===== config.mk =====
export PLATFORM = sky130hd
export DESIGN_NAME = periodic_timer_slot_table
export DESIGN_NICKNAME = d
export VERILOG_FILES = /design/src/sv/pts_pkg.sv /design/src/sv/pts_front.sv /design/src/sv/pts_back.sv /design/src/sv/periodic_timer_slot_table.sv
export SDC_FILE = /design/constraint.sdc
export NUM_CORES = 1
export LEC_CHECK = 0
export CELL_PAD_IN_SITES_DETAIL_PLACEMENT = 0
export CELL_PAD_IN_SITES_GLOBAL_PLACEMENT = 1
export CORE_UTILIZATION = 59
export CTS_CLUSTER_DIAMETER = 30
export DETAILED_ROUTE_END_ITERATION = 7
export DONT_BUFFER_PORTS = 1
export PLACE_DENSITY = 0.84
export RECOVER_POWER = 50
export SLEW_MARGIN = 30
export SYNTH_ARGS = -nofsm -noshare
export SYNTH_HDL_FRONTEND = slang
export SYNTH_SLANG_ARGS = --single-unit
export TNS_END_PERCENT = 100

===== constraint.sdc =====
create_clock -name clk -period 11.15 [get_ports clk]
set_clock_uncertainty 0.15 [all_clocks]
set_input_delay 0.5575 -clock clk [delete_from_list [all_inputs] [get_ports clk]]
set_output_delay 0.5575 -clock clk [all_outputs]
set_load 0.03 [all_outputs]

===== src/sv/pts_pkg.sv =====
// ----------------------------------------------------------------------------
// pts_pkg
// Shared types and codes for the periodic timer slot table.
// ----------------------------------------------------------------------------
`default_nettype none

package pts_pkg;

  localparam int SLOT_COUNT_DEF  = 8;
  localparam int COUNT_WIDTH_DEF = 32;
  localparam int QUEUE_DEPTH     = 2;

  localparam logic [1:0] FUNC_TICK    = 2'd0;
  localparam logic [1:0] FUNC_CREATE  = 2'd1;
  localparam logic [1:0] FUNC_DELETE  = 2'd2;
  localparam logic [1:0] FUNC_SERVICE = 2'd3;

  localparam logic KIND_REPLY  = 1'b0;
  localparam logic KIND_EXPIRY = 1'b1;

  typedef struct packed {
    logic [1:0]  func;
    logic [31:0] start_delay;
    logic [31:0] reload_period;
    logic [3:0]  slot_id;
  } pts_in_t;

  typedef struct packed {
    logic       reply_kind;
    logic [3:0] slot_number;
    logic       last;
  } pts_out_t;

  // Classified command as it sits in the queue
  typedef struct packed {
    logic [1:0]  func;
    logic [31:0] start_delay;
    logic [31:0] reload_period;
    logic [3:0]  slot_id;
    logic        del_ok;
  } pts_cmd_t;

endpackage

`default_nettype wire


===== src/sv/pts_front.sv =====
// ----------------------------------------------------------------------------
// pts_front
// Takes command transfers, checks delete slot numbers and holds commands in a
// two-entry queue for the back end.
// ----------------------------------------------------------------------------
`default_nettype none

module pts_front #(
  parameter int SLOT_COUNT = pts_pkg::SLOT_COUNT_DEF
) (
  input  wire logic             clk,
  input  wire logic             rst_n,
  input  wire logic             start,
  output logic                  busy,
  input  wire pts_pkg::pts_in_t in_data,
  output logic                  cmd_valid,
  output pts_pkg::pts_cmd_t     cmd,
  input  wire logic             cmd_pop
);
  import pts_pkg::*;

  localparam int PW = (QUEUE_DEPTH > 1) ? $clog2(QUEUE_DEPTH) : 1;
  localparam int QW = $clog2(QUEUE_DEPTH + 1);
  localparam int DW = ($clog2(SLOT_COUNT + 1) > 4) ? $clog2(SLOT_COUNT + 1) : 4;

  pts_cmd_t       q_r [QUEUE_DEPTH];
  logic [PW-1:0]  wr_ptr_r, wr_ptr_nxt;
  logic [PW-1:0]  rd_ptr_r, rd_ptr_nxt;
  logic [QW-1:0]  count_r, count_nxt;
  logic           push;
  logic           pop;
  pts_cmd_t       cls;

  assign busy      = (count_r == QW'(QUEUE_DEPTH));
  assign cmd_valid = (count_r != '0);
  assign cmd       = q_r[rd_ptr_r];
  assign push      = start && !busy;
  assign pop       = cmd_pop && cmd_valid;

  always_comb begin
    cls.func          = in_data.func;
    cls.start_delay   = in_data.start_delay;
    cls.reload_period = in_data.reload_period;
    cls.slot_id       = in_data.slot_id;
    cls.del_ok        = (in_data.slot_id != 4'd0) &&
                        (DW'(in_data.slot_id) <= DW'(SLOT_COUNT));
  end

  always_comb begin
    wr_ptr_nxt = wr_ptr_r;
    rd_ptr_nxt = rd_ptr_r;
    count_nxt  = count_r;
    if (push) begin
      wr_ptr_nxt = (wr_ptr_r == PW'(QUEUE_DEPTH - 1)) ? '0 : wr_ptr_r + PW'(1);
    end
    if (pop) begin
      rd_ptr_nxt = (rd_ptr_r == PW'(QUEUE_DEPTH - 1)) ? '0 : rd_ptr_r + PW'(1);
    end
    if (push && !pop) begin
      count_nxt = count_r + QW'(1);
    end else if (pop && !push) begin
      count_nxt = count_r - QW'(1);
    end
  end

  always_ff @(posedge clk) begin
    if (!rst_n) begin
      wr_ptr_r <= '0;
      rd_ptr_r <= '0;
      count_r  <= '0;
    end else begin
      wr_ptr_r <= wr_ptr_nxt;
      rd_ptr_r <= rd_ptr_nxt;
      count_r  <= count_nxt;
    end
  end

  always_ff @(posedge clk) begin
    if (push) begin
      q_r[wr_ptr_r] <= cls;
    end
  end

endmodule

`default_nettype wire


===== src/sv/pts_back.sv =====
// ----------------------------------------------------------------------------
// pts_back
// Executes queued commands against the slot table: tick count, create,
// delete, and the service walk that visits one slot per cycle.
// ----------------------------------------------------------------------------
`default_nettype none

module pts_back #(
  parameter int SLOT_COUNT  = pts_pkg::SLOT_COUNT_DEF,
  parameter int COUNT_WIDTH = pts_pkg::COUNT_WIDTH_DEF
) (
  input  wire logic              clk,
  input  wire logic              rst_n,
  input  wire logic              cmd_valid,
  input  wire pts_pkg::pts_cmd_t cmd,
  output logic                   cmd_pop,
  output logic                   out_valid,
  output pts_pkg::pts_out_t      out_data
);
  import pts_pkg::*;

  localparam int IW = (SLOT_COUNT > 1) ? $clog2(SLOT_COUNT) : 1;
  localparam int NW = IW + 1;
  localparam int WW = $clog2(SLOT_COUNT + 1);
  localparam int CW = COUNT_WIDTH;

  localparam logic [1:0] ST_IDLE  = 2'd0;
  localparam logic [1:0] ST_SVC   = 2'd1;
  localparam logic [1:0] ST_FLUSH = 2'd2;

  // Slot storage; busy flags double as valid bits for the countdown memory
  logic [CW-1:0]          cd_mem  [SLOT_COUNT];
  logic [CW-1:0]          per_mem [SLOT_COUNT];
  logic [CW-1:0]          cd_rd_r;
  logic [CW-1:0]          per_rd_r;

  logic [1:0]             state_r, state_nxt;
  logic [SLOT_COUNT-1:0]  busy_r, busy_nxt;
  logic [CW-1:0]          pending_r, pending_nxt;
  logic [CW-1:0]          elapsed_r, elapsed_nxt;
  logic [WW-1:0]          walk_r, walk_nxt;
  logic                   proc_vld_r, proc_vld_nxt;
  logic [IW-1:0]          proc_idx_r, proc_idx_nxt;
  logic                   held_vld_r, held_vld_nxt;
  logic [IW-1:0]          held_idx_r, held_idx_nxt;
  logic                   out_valid_r, out_valid_nxt;
  pts_out_t               out_r, out_nxt;

  logic                   cd_we, per_we;
  logic [IW-1:0]          wr_addr;
  logic [IW-1:0]          rd_addr;
  logic [CW-1:0]          cd_wd, per_wd;
  logic [CW-1:0]          cd_cur, cd_new;
  logic                   free_found;
  logic [IW-1:0]          free_idx;
  logic [IW-1:0]          del_idx;

  function automatic logic [3:0] slot_num(input logic [IW-1:0] idx);
    logic [NW-1:0] s;
    s = {1'b0, idx} + NW'(1);
    return 4'(s);
  endfunction

  assign out_valid = out_valid_r;
  assign out_data  = out_r;
  assign del_idx   = IW'(cmd.slot_id - 4'd1);
  assign rd_addr   = (walk_r < WW'(SLOT_COUNT)) ? IW'(walk_r) : '0;

  // Lowest free slot
  always_comb begin
    free_found = 1'b0;
    free_idx   = '0;
    for (int i = SLOT_COUNT - 1; i >= 0; i--) begin
      if (!busy_r[i]) begin
        free_found = 1'b1;
        free_idx   = IW'(i);
      end
    end
  end

  always_comb begin
    state_nxt     = state_r;
    busy_nxt      = busy_r;
    pending_nxt   = pending_r;
    elapsed_nxt   = elapsed_r;
    walk_nxt      = walk_r;
    proc_vld_nxt  = 1'b0;
    proc_idx_nxt  = proc_idx_r;
    held_vld_nxt  = held_vld_r;
    held_idx_nxt  = held_idx_r;
    out_valid_nxt = 1'b0;
    out_nxt       = out_r;
    cmd_pop       = 1'b0;
    cd_we         = 1'b0;
    per_we        = 1'b0;
    wr_addr       = '0;
    cd_wd         = '0;
    per_wd        = '0;
    cd_cur        = busy_r[proc_idx_r] ? cd_rd_r : '0;
    cd_new        = (cd_cur > elapsed_r) ? cd_cur - elapsed_r : '0;

    case (state_r)
      ST_IDLE: begin
        if (cmd_valid) begin
          cmd_pop = 1'b1;
          case (cmd.func)
            FUNC_TICK: begin
              if (pending_r != '1) begin
                pending_nxt = pending_r + CW'(1);
              end
            end
            FUNC_CREATE: begin
              out_valid_nxt       = 1'b1;
              out_nxt.reply_kind  = KIND_REPLY;
              out_nxt.slot_number = free_found ? slot_num(free_idx) : 4'd0;
              out_nxt.last        = 1'b1;
              if (free_found) begin
                cd_we              = 1'b1;
                per_we             = 1'b1;
                wr_addr            = free_idx;
                cd_wd              = CW'(cmd.start_delay);
                per_wd             = CW'(cmd.reload_period);
                busy_nxt[free_idx] = 1'b1;
              end
            end
            FUNC_DELETE: begin
              if (cmd.del_ok) begin
                cd_we             = 1'b1;
                per_we            = 1'b1;
                wr_addr           = del_idx;
                busy_nxt[del_idx] = 1'b0;
              end
            end
            FUNC_SERVICE: begin
              elapsed_nxt  = pending_r;
              pending_nxt  = '0;
              walk_nxt     = '0;
              held_vld_nxt = 1'b0;
              state_nxt    = ST_SVC;
            end
            default: ;
          endcase
        end
      end
      ST_SVC: begin
        // Issue the next slot read while the previous slot is processed
        if (walk_r < WW'(SLOT_COUNT)) begin
          proc_vld_nxt = 1'b1;
          proc_idx_nxt = IW'(walk_r);
          walk_nxt     = walk_r + WW'(1);
        end
        if (proc_vld_r) begin
          if (cd_cur != '0) begin
            cd_we   = 1'b1;
            wr_addr = proc_idx_r;
            cd_wd   = cd_new;
            if (cd_new == '0) begin
              // Release the held event; the new one waits to learn if it is last
              if (held_vld_r) begin
                out_valid_nxt       = 1'b1;
                out_nxt.reply_kind  = KIND_EXPIRY;
                out_nxt.slot_number = slot_num(held_idx_r);
                out_nxt.last        = 1'b0;
              end
              held_vld_nxt = 1'b1;
              held_idx_nxt = proc_idx_r;
              if (per_rd_r != '0) begin
                cd_wd = per_rd_r;
              end else begin
                busy_nxt[proc_idx_r] = 1'b0;
              end
            end
          end
          if (proc_idx_r == IW'(SLOT_COUNT - 1)) begin
            state_nxt = ST_FLUSH;
          end
        end
      end
      ST_FLUSH: begin
        if (held_vld_r) begin
          out_valid_nxt       = 1'b1;
          out_nxt.reply_kind  = KIND_EXPIRY;
          out_nxt.slot_number = slot_num(held_idx_r);
          out_nxt.last        = 1'b1;
        end
        held_vld_nxt = 1'b0;
        state_nxt    = ST_IDLE;
      end
      default: begin
        state_nxt = ST_IDLE;
      end
    endcase
  end

  always_ff @(posedge clk) begin
    if (!rst_n) begin
      state_r     <= ST_IDLE;
      busy_r      <= '0;
      pending_r   <= '0;
      walk_r      <= '0;
      proc_vld_r  <= 1'b0;
      held_vld_r  <= 1'b0;
      out_valid_r <= 1'b0;
    end else begin
      state_r     <= state_nxt;
      busy_r      <= busy_nxt;
      pending_r   <= pending_nxt;
      walk_r      <= walk_nxt;
      proc_vld_r  <= proc_vld_nxt;
      held_vld_r  <= held_vld_nxt;
      out_valid_r <= out_valid_nxt;
    end
  end

  always_ff @(posedge clk) begin
    elapsed_r  <= elapsed_nxt;
    proc_idx_r <= proc_idx_nxt;
    held_idx_r <= held_idx_nxt;
    out_r      <= out_nxt;
  end

  always_ff @(posedge clk) begin
    if (cd_we) begin
      cd_mem[wr_addr] <= cd_wd;
    end
    if (per_we) begin
      per_mem[wr_addr] <= per_wd;
    end
    cd_rd_r  <= cd_mem[rd_addr];
    per_rd_r <= per_mem[rd_addr];
  end

endmodule

`default_nettype wire


===== src/sv/periodic_timer_slot_table.sv =====
// A command enters a two-entry queue and is popped by the back end while it is idle;
// tick and delete then update the state directly, and a create reply is registered.
// Service walks the slot memory one slot per cycle, with expiry events one per
// cycle at most; busy is high only while the queue is full.
// Reset clears the queue, the busy flags and the tick count; no clearing pass.
// Results cannot be stalled by the receiver.
// ----------------------------------------------------------------------------
// periodic_timer_slot_table
// Table of one-shot and periodic timer slots driven by tick, create, delete
// and service commands.
// ----------------------------------------------------------------------------
`default_nettype none

module periodic_timer_slot_table #(
  parameter int SLOT_COUNT  = pts_pkg::SLOT_COUNT_DEF,
  parameter int COUNT_WIDTH = pts_pkg::COUNT_WIDTH_DEF
) (
  input  wire logic             clk,
  input  wire logic             rst_n,
  input  wire logic             start,
  output logic                  busy,
  input  wire pts_pkg::pts_in_t in_data,
  output logic                  out_valid,
  output pts_pkg::pts_out_t     out_data
);
  import pts_pkg::*;

  logic     cmd_valid;
  logic     cmd_pop;
  pts_cmd_t cmd;

  pts_front #(
    .SLOT_COUNT (SLOT_COUNT)
  ) u_front (
    .clk       (clk),
    .rst_n     (rst_n),
    .start     (start),
    .busy      (busy),
    .in_data   (in_data),
    .cmd_valid (cmd_valid),
    .cmd       (cmd),
    .cmd_pop   (cmd_pop)
  );

  pts_back #(
    .SLOT_COUNT  (SLOT_COUNT),
    .COUNT_WIDTH (COUNT_WIDTH)
  ) u_back (
    .clk       (clk),
    .rst_n     (rst_n),
    .cmd_valid (cmd_valid),
    .cmd       (cmd),
    .cmd_pop   (cmd_pop),
    .out_valid (out_valid),
    .out_data  (out_data)
  );

endmodule

`default_nettype wire


; ---- After elaboration in Yosys (flattened, before gate mapping)
; Memory sizes are Yosys's and may differ from the RTL's. A register that Yosys moved wholly into a read port is not among the register bits.
; Cells that the tools add are included.
[totals]
ramBits = 654
reg_bits = 97
out_inout_bits = 8
memories = 3
input_bits = 73
elab_cells = 209
[memory_table]
columns = name, depth, width, read_ports, rd_ports_with_merged_regs, wr, line_no
row1 = u_back.cd_mem, 8, 32, 1, 1, 1, pts_back.sv:32  ; logic [CW-1:0] cd_mem [SLOT_COUNT];
row2 = u_back.per_mem, 8, 32, 1, 1, 1, pts_back.sv:33  ; logic [CW-1:0] per_mem [SLOT_COUNT];
row3 = u_front.q_r, 2, 71, 1, 1, 1, pts_front.sv:26  ; pts_cmd_t q_r [QUEUE_DEPTH];
[classes]
n_bitwise = 5
magnitude_cmp = 9
mux = 111
eq_ne = 23
reduce_logical = 32
n_addsub = 10
[ops]
columns = cell, count
row1 = $mux 32, 14
row2 = $pmux 32 s2, 2
row3 = $reduce_bool 32->1, 2
row4 = $mux 8, 7
row5 = $mux 1, 42
row6 = $mux 3, 14
row7 = $mux 6, 7
row8 = $add 32x1->32 const B, 1
row9 = $gt 32x32->1, 1
row10 = $logic_not 32->1, 1
row11 = $ne 32x32->1 const B, 1
row12 = $pmux 8 s2, 2
row13 = $sub 32x32->32, 1
row14 = $pmux 6 s3, 1
row15 = $and 8x8->8, 2
row16 = $mux 4, 4
row17 = $ne 2x1->1 const B, 8
row18 = $not 8->8, 2
row19 = $reduce_and 4->1, 4
row20 = $lt 3x4->1 const B, 3
row21 = $mux 2, 6
row22 = $pmux 3 s2, 2
row23 = $demux 1 s3, 3
row24 = $ge 3x1->1 const B, 3
row25 = 31 further kinds, 57

; ---- Depth between registers and ports, before layout
[depth]
depth_word = 17
depth_mapped = 20
ltp_nobuf = 17

; ---- Hierarchy
; A second synthesis with hierarchy kept.
[unflattened]
hier_cells = 2033
area_unflattened_um2 = 33649.8
[by_module_without_submodules]
columns = mod, cells_each, n_inst, area_each_um2, seq_area_each_um2
row1 = pts_back, 1785, 1, 28278.4, 18958.2
row2 = pts_front, 248, 1, 5371.4, 4364.2

; ---- Worst setup path before layout
; Ideal clock, no wire load.
[synth_timing]
path_type = reg2reg
startpoint = register (tool-made name)
endpoint = memory u_back.cd_mem[0][0] in the netlist's numbering, enable pin
arrival_ns = 5.101
stages_incl_launch_ff = 11
required_time_ns = 10.530
setup_time_ns = 0.470
n_path_buf = 3
period_less_slack_ns = 5.721
path_slack_ns = 5.429
cell_sequence = dfxtp_1 -> clkbuf_1 -> clkbuf_1 -> buf_1 -> mux2i_1 -> ha_1 -> xor2_1 -> o21ai_0 -> a32oi_1 -> nand2_1 -> a211oi_1
[synth_lines]
columns = element, line_no
row1 = to (decl), pts_back.sv:32

; ---- Worst setup path after layout
[layout_timing]
startpoint = register u_back.walk_r[0]
endpoint = register u_back.per_rd_r[5] (read register of u_back.per_mem)
[layout_via]
elab_chain_cells = 2
[layout_rtl]
columns = element, line_no
row1 = from (decl), pts_back.sv:41  ; logic [WW-1:0] walk_r, walk_nxt;
row2 = from (signal assigned), pts_back.sv:208  ; walk_r <= walk_nxt;
row3 = $lt 4x4->1, pts_back.sv:67  ; assign rd_addr = (walk_r < WW'(SLOT_COUNT)) ? IW'(walk_r) : '0;
row4 = $mux 3 (*), pts_back.sv:67
row5 = to (decl), pts_back.sv:35  ; logic [CW-1:0] per_rd_r;
; Mark *: on every way between the ends. The rest lies on a longest branch, timed or not.
; A chain may end at the register's enable or synchronous reset.

==> metrics.md <==
| Metric | Value |
|---|---|
| Clk sink count | 814 |
| Via count | 19,400 |
| Mapped Cells | 2,069 |
| Clk_lat worst skew | 0.74 ns |
| Grt ovf | 0 |
| Cts repair resizes | 0 |
| Clk slew on worst S/H paths | 0.05 ns |
| Mapped cell area | 33,800 sq um |
| Combinational Power Share | 0.140 |
| IO Port Bufs | 0 |
| Vias in the first global route | 20,200 |
| Leakage | 13.7 nW |
| Post-DP HPWL | 48.1 mm |
| Synth area leader | edfxtp_1 |
| Failing checks | capacitance limit, slew limit |
| GR Util All Layers | 0.300 |
| Critical path arrival | 7.87 ns |
| Internal power | 0.00683 W |
| Count leader, synth | edfxtp_1 |
| Starting Density | 0.597 |
| Via density | 6.30 |
| Die W | 241 microns |
| Initial antenna violation count | 1 |
| Tmin final | 7.44 ns |
| DRT Pass-1 Iters | 5 |
| Cts hold-fix bufs | 71 |
| DP Worst Slack | 4.54 ns |
| Hold Crit Class | input port to flop |
| # diodes | 0 |
| Relative slew slack | -1.14 |
| Setup repair after global routing missed its margin | no |
| Sw frac | 0.271 |
| Setup WS post-layout | 3.71 ns |
| Yosys Warn Count | 0 |
| Total Wirelength | 83.4 mm |
| Die area | 58,200 sq um |
| CTS tree | yes |
| Fill cell count | 3,461 |
| Largest net degree at the start of global routing | 55 |
| CTS root buf | clkbuf_16 |
| Max-slew violations | 437 |
| Core area | 56,500 sq um |
| Clock power frac | 0.446 |
| Worst EP required | 11.59 ns |
| Routed Antenna Nets | 0 |
| Switching power total | 0.00255 W |
| Num rows | 87 |
| Max-cap viol count | 12 |
| Share of Yosys cell area claimed by the top area cell type | 0.619 |
| WS Path Type | flop to flop |
| Sequential power share | 0.415 |
| Max Freq | 0.134 GHz |
| Register area share after synthesis | 0.689 |
| H-tree levels | 4 |
| Endpoints failing setup | 0 |
| Post CTS Setup Buffer Count | 0 |
| Worst-Margin Slew | 3.21 ns |
| Area Overhead vs Synth | 18.5% |
| Yosys cell types | 85 |
| Syn Area/Cell | 16.3 sq um |
| #FFs+latches synth | 814 |
| DRC | 0 |
| Status | complete, but fails checks |
| Die Y | 241 microns |
| Fin. Hold Viols | 0 |
| I/O pin cnt | 81 |
| WHS | 0.0372 ns |
| Nets | 2,333 |
| Setup TNS after final layout | 0 ns |
| Top fanout value on the critical path | 39 |
| CTS Buffer Depth | 3 |
| Drt wl/cell | 27.1 microns |
| Pwr/cell area | 235 nW/um^2 |
| Critical Path Source Type | flop |
| Post-synth top cells | edfxtp_1 (696), mux4_2 (130), nor2_1 (128), dfxtp_1 (118), nand2_1 (103) |
| Period utilization | 0.667 |
| VDD IR-drop max | 238 uV |
| Commonest register cell after synthesis | edfxtp_1 |
| Inserted Clock Buffers | 133 |
| Dominant cells by area after synthesis | edfxtp_1 (62%), mux4_2 (8.7%), dfxtp_1 (7.0%), mux2_2 (2.2%), mux2i_1 (2.1%) |
| Ys async rst share | 0 |
| Layout cells sized above 1 | 0.212 |
| First-pass GRT wire length | 124 mm |
| Post-synth EDFFs | 696 |
| CP endpoint kind | flop |
| Synthesized Nets | 2,190 |
| GPL Wtd Cong | 0.882 |
| Drt initial violations | 1,900 |
==> layout make-up <==
class / instances / area, sq um / share of cell area
inverters: 88 / 330 / 0.00826
clock inverters: 79 / 1020 / 0.0255
clock buffers: 167 / 3600 / 0.0900
repair buffers: 104 / 936 / 0.0234
flip-flops and latches: 814 / 23300 / 0.582
well taps: 756 / 946 / 0.0236
multi-input cells: 1071 / 9900 / 0.248
==> metal layers <==
layer | wire [microns] | share of wire | vias up | track usage
met5 | 0 | 0 | - | 0
met4 | 2910 | 0.035 | 0 | 0.138
met3 | 6570 | 0.079 | 178 | 0.0702
met2 | 40400 | 0.48 | 903 | 0.473
met1 | 33500 | 0.40 | 9882 | 0.398
li1 | - | - | 8427 | -
==> flip-flops by register name, summed over array words and instances, names as in the netlist, 2 cells and up, named ones only <==
name	flops
u_back.out_data	6
u_front.count_r	2
u_back.busy_r	8
u_back.held_idx_r	3
u_back.per_mem	256
u_back.per_rd_r	32
u_front.q_r	140
u_back.proc_idx_r	3
u_back.elapsed_r	32
u_back.state_r	2
u_back.walk_r	4
u_back.cd_mem	256
u_back.cd_rd_r	32
u_back.pending_r	32
==> power groups by stage <==
| stage | logic, W | clock network, W | registers, W |
|---|---|---|---|
| after floorplan | 0.000926 | 0 | 0.00381 |
| after global placement | 0.00122 | 0 | 0.00391 |
| after detailed placement | 0.00125 | 0 | 0.00392 |
| after CTS | 0.00129 | 0.00420 | 0.00387 |
| after global routing | 0.00140 | 0.00436 | 0.00391 |
| final | 0.00131 | 0.00418 | 0.00389 |
==> cell families (layout without fill, tap and decap cells) <==
group / after synthesis / count (layout) / synth area share
AO/OA/AOI/OAI: 253 / 253 / 0.0603
AND/OR/NAND/NOR: 444 / 444 / 0.0655
buffers and inverters: 184 / 438 / 0.0218
multiplexers: 269 / 269 / 0.130
XOR/XNOR: 57 / 57 / 0.0148
flip-flops: 814 / 814 / 0.689
adder cells (fa/ha/maj): 48 / 48 / 0.0180
==> placed cells by master, fill, tap and decap left out, types with 47 or more instances in the layout <==
| cell type | Yosys | routed |
|---|---|---|
| edfxtp_1 | 696 | 696 |
| mux4_2 | 130 | 130 |
| inv_1 | 87 | 87 |
| dfxtp_1 | 118 | 118 |
| mux2i_1 | 72 | 71 |
| clkbuf_16 | 0 | 136 |
| dlygate4sd3_1 | 0 | 71 |
| nor2_1 | 128 | 115 |
| ha_1 | 47 | 47 |
| a21oi_1 | 48 | 48 |
| mux2_2 | 67 | 50 |
| nand2_1 | 103 | 103 |
==> critical path, cell delays in order (launching register included) <==
cell      delay, ns
dfxtp_1        1.90
nand2b_1       2.26
clkbuf_1       1.56
mux4_2         0.99
mux2_1         0.38
==> worst paths after layout <==
path                                          start             endpoint  slack [ns]  cells past startpoint
worst max register to register     u_back.walk_r[0]   u_back.per_rd_r[5]        3.71                      4
worst max-delay path               u_back.walk_r[0]   u_back.per_rd_r[5]        3.71                      4
worst min-delay path                          start     u_front.wr_ptr_r        0.04                      3
worst min register to register  u_back.pending_r[5]  u_back.elapsed_r[5]        0.32                      0
==> per-stage QoR <==
stage | power [W] | instances | area [sq um] | utilization
after floorplan | 0.00474 | 2069 | 33800 | -
final | 0.00938 | 3079 | 40000 | 0.708
after global routing | 0.00967 | 3079 | 40000 | 0.708
after global placement | 0.00513 | 2762 | 34700 | 0.615
after CTS | 0.00937 | 3079 | 40100 | 0.709
after detailed placement | 0.00517 | 2762 | 34700 | 0.615
Note: power is estimated with default switching activity, not from simulation.
